[config.mk]
export PLATFORM = sky130hd
export DESIGN_NAME = fpr_ctrl
export DESIGN_NICKNAME = d
export VERILOG_FILES = /design/src/hdl/fpr_pkg.sv /design/src/hdl/fpr_ctrl.sv
export SDC_FILE = /design/constraint.sdc
export NUM_CORES = 1
export LEC_CHECK = 0
export BUFFER_PORTS_ARGS = -buffer_cell sky130_fd_sc_hd__buf_2
export CORE_AREA = 2 2 39 41
export CTS_BUF_LIST = sky130_fd_sc_hd__clkbuf_2
export CTS_CLUSTER_SIZE = 10
export DETAILED_ROUTE_END_ITERATION = 6
export DIE_AREA = 0 0 41 43
export PLACE_DENSITY_LB_ADDON = 0.2
export SYNTH_ARGS = -nofsm -noshare
export SYNTH_HDL_FRONTEND = slang
export SYNTH_SLANG_ARGS = --single-unit
[constraint.sdc]
create_clock -name clk -period 1.15 [get_ports clk]
set_input_delay 0.0575 -clock clk [delete_from_list [all_inputs] [get_ports clk]]
set_output_delay 0.0575 -clock clk [all_outputs]
set_load 0.02 [all_outputs]
[src/hdl/fpr_pkg.sv]
// Package with the constants and controller/datapath interface types of the fast packet reassembler.
package fpr_pkg;

    localparam int SLOTS       = 4;
    localparam int MAX_PAYLOAD = 256;
    localparam int SLOT_W      = (SLOTS > 1) ? $clog2(SLOTS) : 1;
    localparam int POS_W       = $clog2(MAX_PAYLOAD);
    localparam int ADDR_W      = $clog2(SLOTS * MAX_PAYLOAD);
    localparam int KEY_W       = 28;

    localparam logic [7:0] FIRST_CHUNK = 8'd6;
    localparam logic [2:0] LATER_CHUNK = 3'd7;
    localparam logic [7:0] PF_PDU2     = 8'd240;
    localparam logic [4:0] INDEX_MASK  = 5'h1F;

    localparam logic [1:0] CFG_ENABLE = 2'd0;
    localparam logic [1:0] CFG_PGN    = 2'd1;
    localparam logic [1:0] CFG_SOURCE = 2'd2;

    typedef struct packed {
        logic load;
        logic check;
        logic write;
        logic emit;
    } fpr_cmd_t;

    typedef struct packed {
        logic drop;
        logic short_msg;
        logic complete;
        logic write_last;
        logic emit_done;
    } fpr_status_t;

endpackage

[src/hdl/fpr_ctrl.sv]
// Controller state machine of the fast packet reassembler.
module fpr_ctrl
(
    input  logic                clk,
    input  logic                rst_n,
    input  logic                start,
    input  fpr_pkg::fpr_status_t status,
    output fpr_pkg::fpr_cmd_t    cmd,
    output logic                busy
);

    localparam logic [1:0] ST_IDLE  = 2'd0;
    localparam logic [1:0] ST_CHECK = 2'd1;
    localparam logic [1:0] ST_WRITE = 2'd2;
    localparam logic [1:0] ST_EMIT  = 2'd3;

    logic [1:0] state_reg;
    logic [1:0] state_next;

    always_ff @(posedge clk or negedge rst_n)
    begin
        if (!rst_n)
        begin
            state_reg <= ST_IDLE;
        end
        else
        begin
            state_reg <= state_next;
        end
    end

    always_comb
    begin
        cmd        = '0;
        state_next = state_reg;
        unique case (state_reg)
            ST_IDLE:
            begin
                cmd.load = start;
                if (start)
                begin
                    state_next = ST_CHECK;
                end
            end
            ST_CHECK:
            begin
                cmd.check = 1'b1;
                if (status.drop || status.short_msg)
                begin
                    state_next = ST_IDLE;
                end
                else
                begin
                    state_next = ST_WRITE;
                end
            end
            ST_WRITE:
            begin
                cmd.write = 1'b1;
                if (status.write_last)
                begin
                    state_next = status.complete ? ST_EMIT : ST_IDLE;
                end
            end
            ST_EMIT:
            begin
                cmd.emit = 1'b1;
                if (status.emit_done)
                begin
                    state_next = ST_IDLE;
                end
            end
            default:
            begin
                state_next = ST_IDLE;
            end
        endcase
    end

    assign busy = (state_reg != ST_IDLE);

endmodule

; Yosys cells after proc, flatten, opt, wreduce, memory -nomap -nowiden
; Cells that the tools add are included.
[totals]
wordCells = 21
out_inout_bits = 5
ff_bits = 2
in_bits = 8
[op_classes]
n_mux = 10
n_eq_ne = 6
reduce_logical = 4
[ops]
columns = cell, count
row1 = two-way mux 2 bit, 5
row2 = case mux 2 bit (4 select lines), 1
row3 = "!= test 2 bit, second input constant", 3
row4 = "equality test 2 bit, second input constant", 2
row5 = two-way mux 1 bit, 4
row6 = AND reduction 3 bit, 1
row7 = "equality test 2 x 1 -> 1 bit, second input constant", 1
row8 = zero test 2 bit, 1
row9 = nonzero test 2 bit, 1
row10 = logical OR 1 bit, 1

; Logic depth before layout (Yosys ltp)
[logic_depth]
depth_word = 3
depth_mapped = 4
mapped_depth_nobuf = 3

; Worst setup path before layout
; No wires, ideal clock.
[synth_timing]
path_type = flip-flop to output port
startpoint = register state_reg[1]
endpoint = output cmd[3] in the netlist's numbering
n_path_buf = 1
t_required_ps = 1092
slack_ps = 4
arrival_time_ps = 1088
path_stages_with_launch = 4
cell_sequence = dfrtp_1 -> buf_6 -> or2_1 -> nor2_1
[synth_rtl]
columns = item, line_no
row1 = "start, declared", fpr_ctrl.sv:17  ; logic [1:0] state_reg;
row2 = "start signal, assigned", fpr_ctrl.sv:28  ; state_reg <= state_next;
row3 = "end, declared", fpr_ctrl.sv:8  ; output fpr_pkg::fpr_cmd_t cmd,

==> impl_metrics.json <==
{
  "cts_tree": "yes",
  "start_kind": "flip-flop",
  "avgViaCountPerCell": 3.26,
  "grt.overflow.total": 0,
  "synthArstFlopShare": 1.00,
  "ant_nets": 0,
  "drc": 0,
  "grt_usage": 0.0592,
  "antennaDiodeCount": 0,
  "min_path_type": "in -> reg",
  "gp_congestion": 0.623,
  "route.met3.wl_um": 49,
  "dr.first_iter.drc_count": 5,
  "root_buffer": "clkbuf_2",
  "synth_top_area_cell": "dfrtp_1",
  "worst_path_max_delay_cell": "dfrtp_2",
  "outcome": "finished, final reports clean",
  "powerDensity_nw_per_um2": 2650,
  "skew_ns": 0.000988,
  "p_int_uw": 406,
  "fin_crit_sh": 0.958,
  "fillers": 163,
  "wl_met2_um": 177,
  "grt_max_degree": 6,
  "vdd_drop_max_uv": 576,
  "wl_per_cell_um": 7.41,
  "power.total_uw": 720,
  "wl_met1_um": 174,
  "io_buffers": 12,
  "crit_path_end_kind": "primary output",
  "drv_cap": 0,
  "yosys-top-cells-count": "a21oi_1, inv_1, dfrtp_1, nor2_1",
  "place_inst": 46,
  "clkTransAtPathRegs_ns": 0.03,
  "syn_to_final_growth_pct": 88.7,
  "core_area_um2": 1380,
  "htreeDepth": 1,
  "synth-edff-count": 0,
  "critPathMaxFanout": 4,
  "hold_viol": 0,
  "slowest_delay_ns": 0.41,
  "slew_headroom": 0.882,
  "netlist.area_leader.share": 0.348,
  "power_frac_seq": 0.195,
  "synth_most_common_cell": "a21oi_1",
  "slew_violations": 0,
  "power_frac_comb": 0.655,
  "nets": 48,
  "p_leak_nw": 0.149,
  "synthCells": 19,
  "largest_reg_flops": 2,
  "first_pass_iters": 4,
  "rsz0062_at_grt": "yes",
  "cp.required_ns": 1.09,
  "top_layer": "met3",
  "vias": 176,
  "switching_share": 0.436,
  "routed_wl_um": 400,
  "ys_seq_area_frac": 0.348,
  "syn_nets": 27,
  "clock_latency_ns": 0.19,
  "yosysWarnings": 0,
  "die_area_um2": 1760,
  "initial_core_util": 0.104,
  "yosysUniqueCellTypes": 12,
  "clock_path_buffers": 2,
  "critical_path_arrival_ns": 1.04,
  "first_global_vias": 181,
  "period_minus_slack_ns": 1.10,
  "die_w_um": 41,
  "whs_ns": 0.131,
  "io_pins": 13,
  "ys_ff_latch": 2,
  "netlist_area_um2": 144,
  "dieHeight_um": 43,
  "worstPathCellList": "or2_1, nor2_1, buf_4",
  "criticalPathCategory": "reg -> out",
  "avgSynthCellArea_um2": 7.57,
  "final_cells": 54,
  "setup_viol_count_final": 0,
  "fin_tns_setup_ns": 0,
  "fmax_mhz": 907,
  "drive_above_1_share": 0.526,
  "yosys-top-cells-area": "dfrtp_1, a21oi_1, buf_6",
  "worstMarginPinSlew_ns": 0.176,
  "antenna_found_initial": 0,
  "numCtsBuffers": 3,
  "row_count": 14,
  "cts_sinks": 2,
  "net-switching-power_uw": 314,
  "p_clk_frac": 0.151,
  "synth_ff_type": "dfrtp_1",
  "grt_pass1_wl_um": 655
}
## what timing repair did
action,in CTS,in global routing
endpoints found under the setup margin,1,1
endpoints found under the hold margin,2,0
pin swaps,0,0
resized for setup,2,0
buffers inserted,4,0
hold buffers,1,0
## kinds of logic (layout without fill, tap and decap cells)
family	Yosys count	in the layout	share of synthesized area
AO/OA/AOI/OAI	5	5	0.191
buffers and inverters	4	23	0.157
flip-flops	2	2	0.348
AND/OR/NAND/NOR	8	8	0.304
## power by group through the flow
stage,clock (mW),combinational (mW),sequential (mW)
after floorplan,0,0.296,0.130
after global placement,0,0.344,0.163
after global routing,0.115,0.535,0.151
after CTS,0.119,0.480,0.142
after detailed placement,0,0.342,0.167
final,0.109,0.471,0.140
## per-stage QoR
step                      setup slack [ns]  utilization  area (µm²)
final                               0.0480        0.196         272
after global routing               -0.0356        0.196         272
after CTS                           0.0241        0.196         272
after detailed placement             0.102        0.154         213
after global placement               0.137        0.154         213
after floorplan                    0.00423            -         144
## cells in the final DEF (no fill, tap or decap), drive strengths merged
cell,n
nor2,2
a21oi,4
nand3,1
dlygate4sd3,1
or2,1
o21a,1
inv,3
dfrtp,2
nor2b,1
or3,1
clkbuf,3
and2,1
nand2b,1
buf,16
## layout make-up
class | count | area (µm²) | area share
Clock buffer | 3 | 15.0 | 0.0553
Inverter | 3 | 11.3 | 0.0415
Multi-Input combinational cell | 13 | 71.3 | 0.263
Sequential cell | 2 | 51.3 | 0.189
Tap cell | 16 | 20.0 | 0.0737
Timing Repair Buffer | 17 | 103 | 0.378
## per-layer routing
layer  up-vias  track usage
met5         -            0
met4         0       0.0800
met3         0       0.0157
met2        11       0.0719
met1        66       0.0675
li1         99            -
## worst paths after layout
kind | startpoint | end | slack [ns] | cells past startpoint
setup / recovery | state_reg[1]$_DFFE_PN0P_ | cmd[3] | 0.05 | 3
hold / removal | status[4] | state_reg[1]$_DFFE_PN0P_ | 0.13 | 3
setup reg to reg | state_reg[1]$_DFFE_PN0P_ | state_reg[1]$_DFFE_PN0P_ | 0.16 | 2
hold reg to reg | state_reg[1]$_DFFE_PN0P_ | state_reg[1]$_DFFE_PN0P_ | 0.58 | 2
max in group asynchronous | rst_n | state_reg[1]$_DFFE_PN0P_ | 0.87 | 2
min in group asynchronous | rst_n | state_reg[0]$_DFFE_PN0P_ | 0.17 | 2
## critical path, delay by kind of cell, from the launching register on
family	cells	cell delay, ns
flip-flops	1	0.41
AND/OR/NAND/NOR	2	0.31
buffers and inverters	1	0.14
No activity file was read; power rests on OpenSTA's default activity.
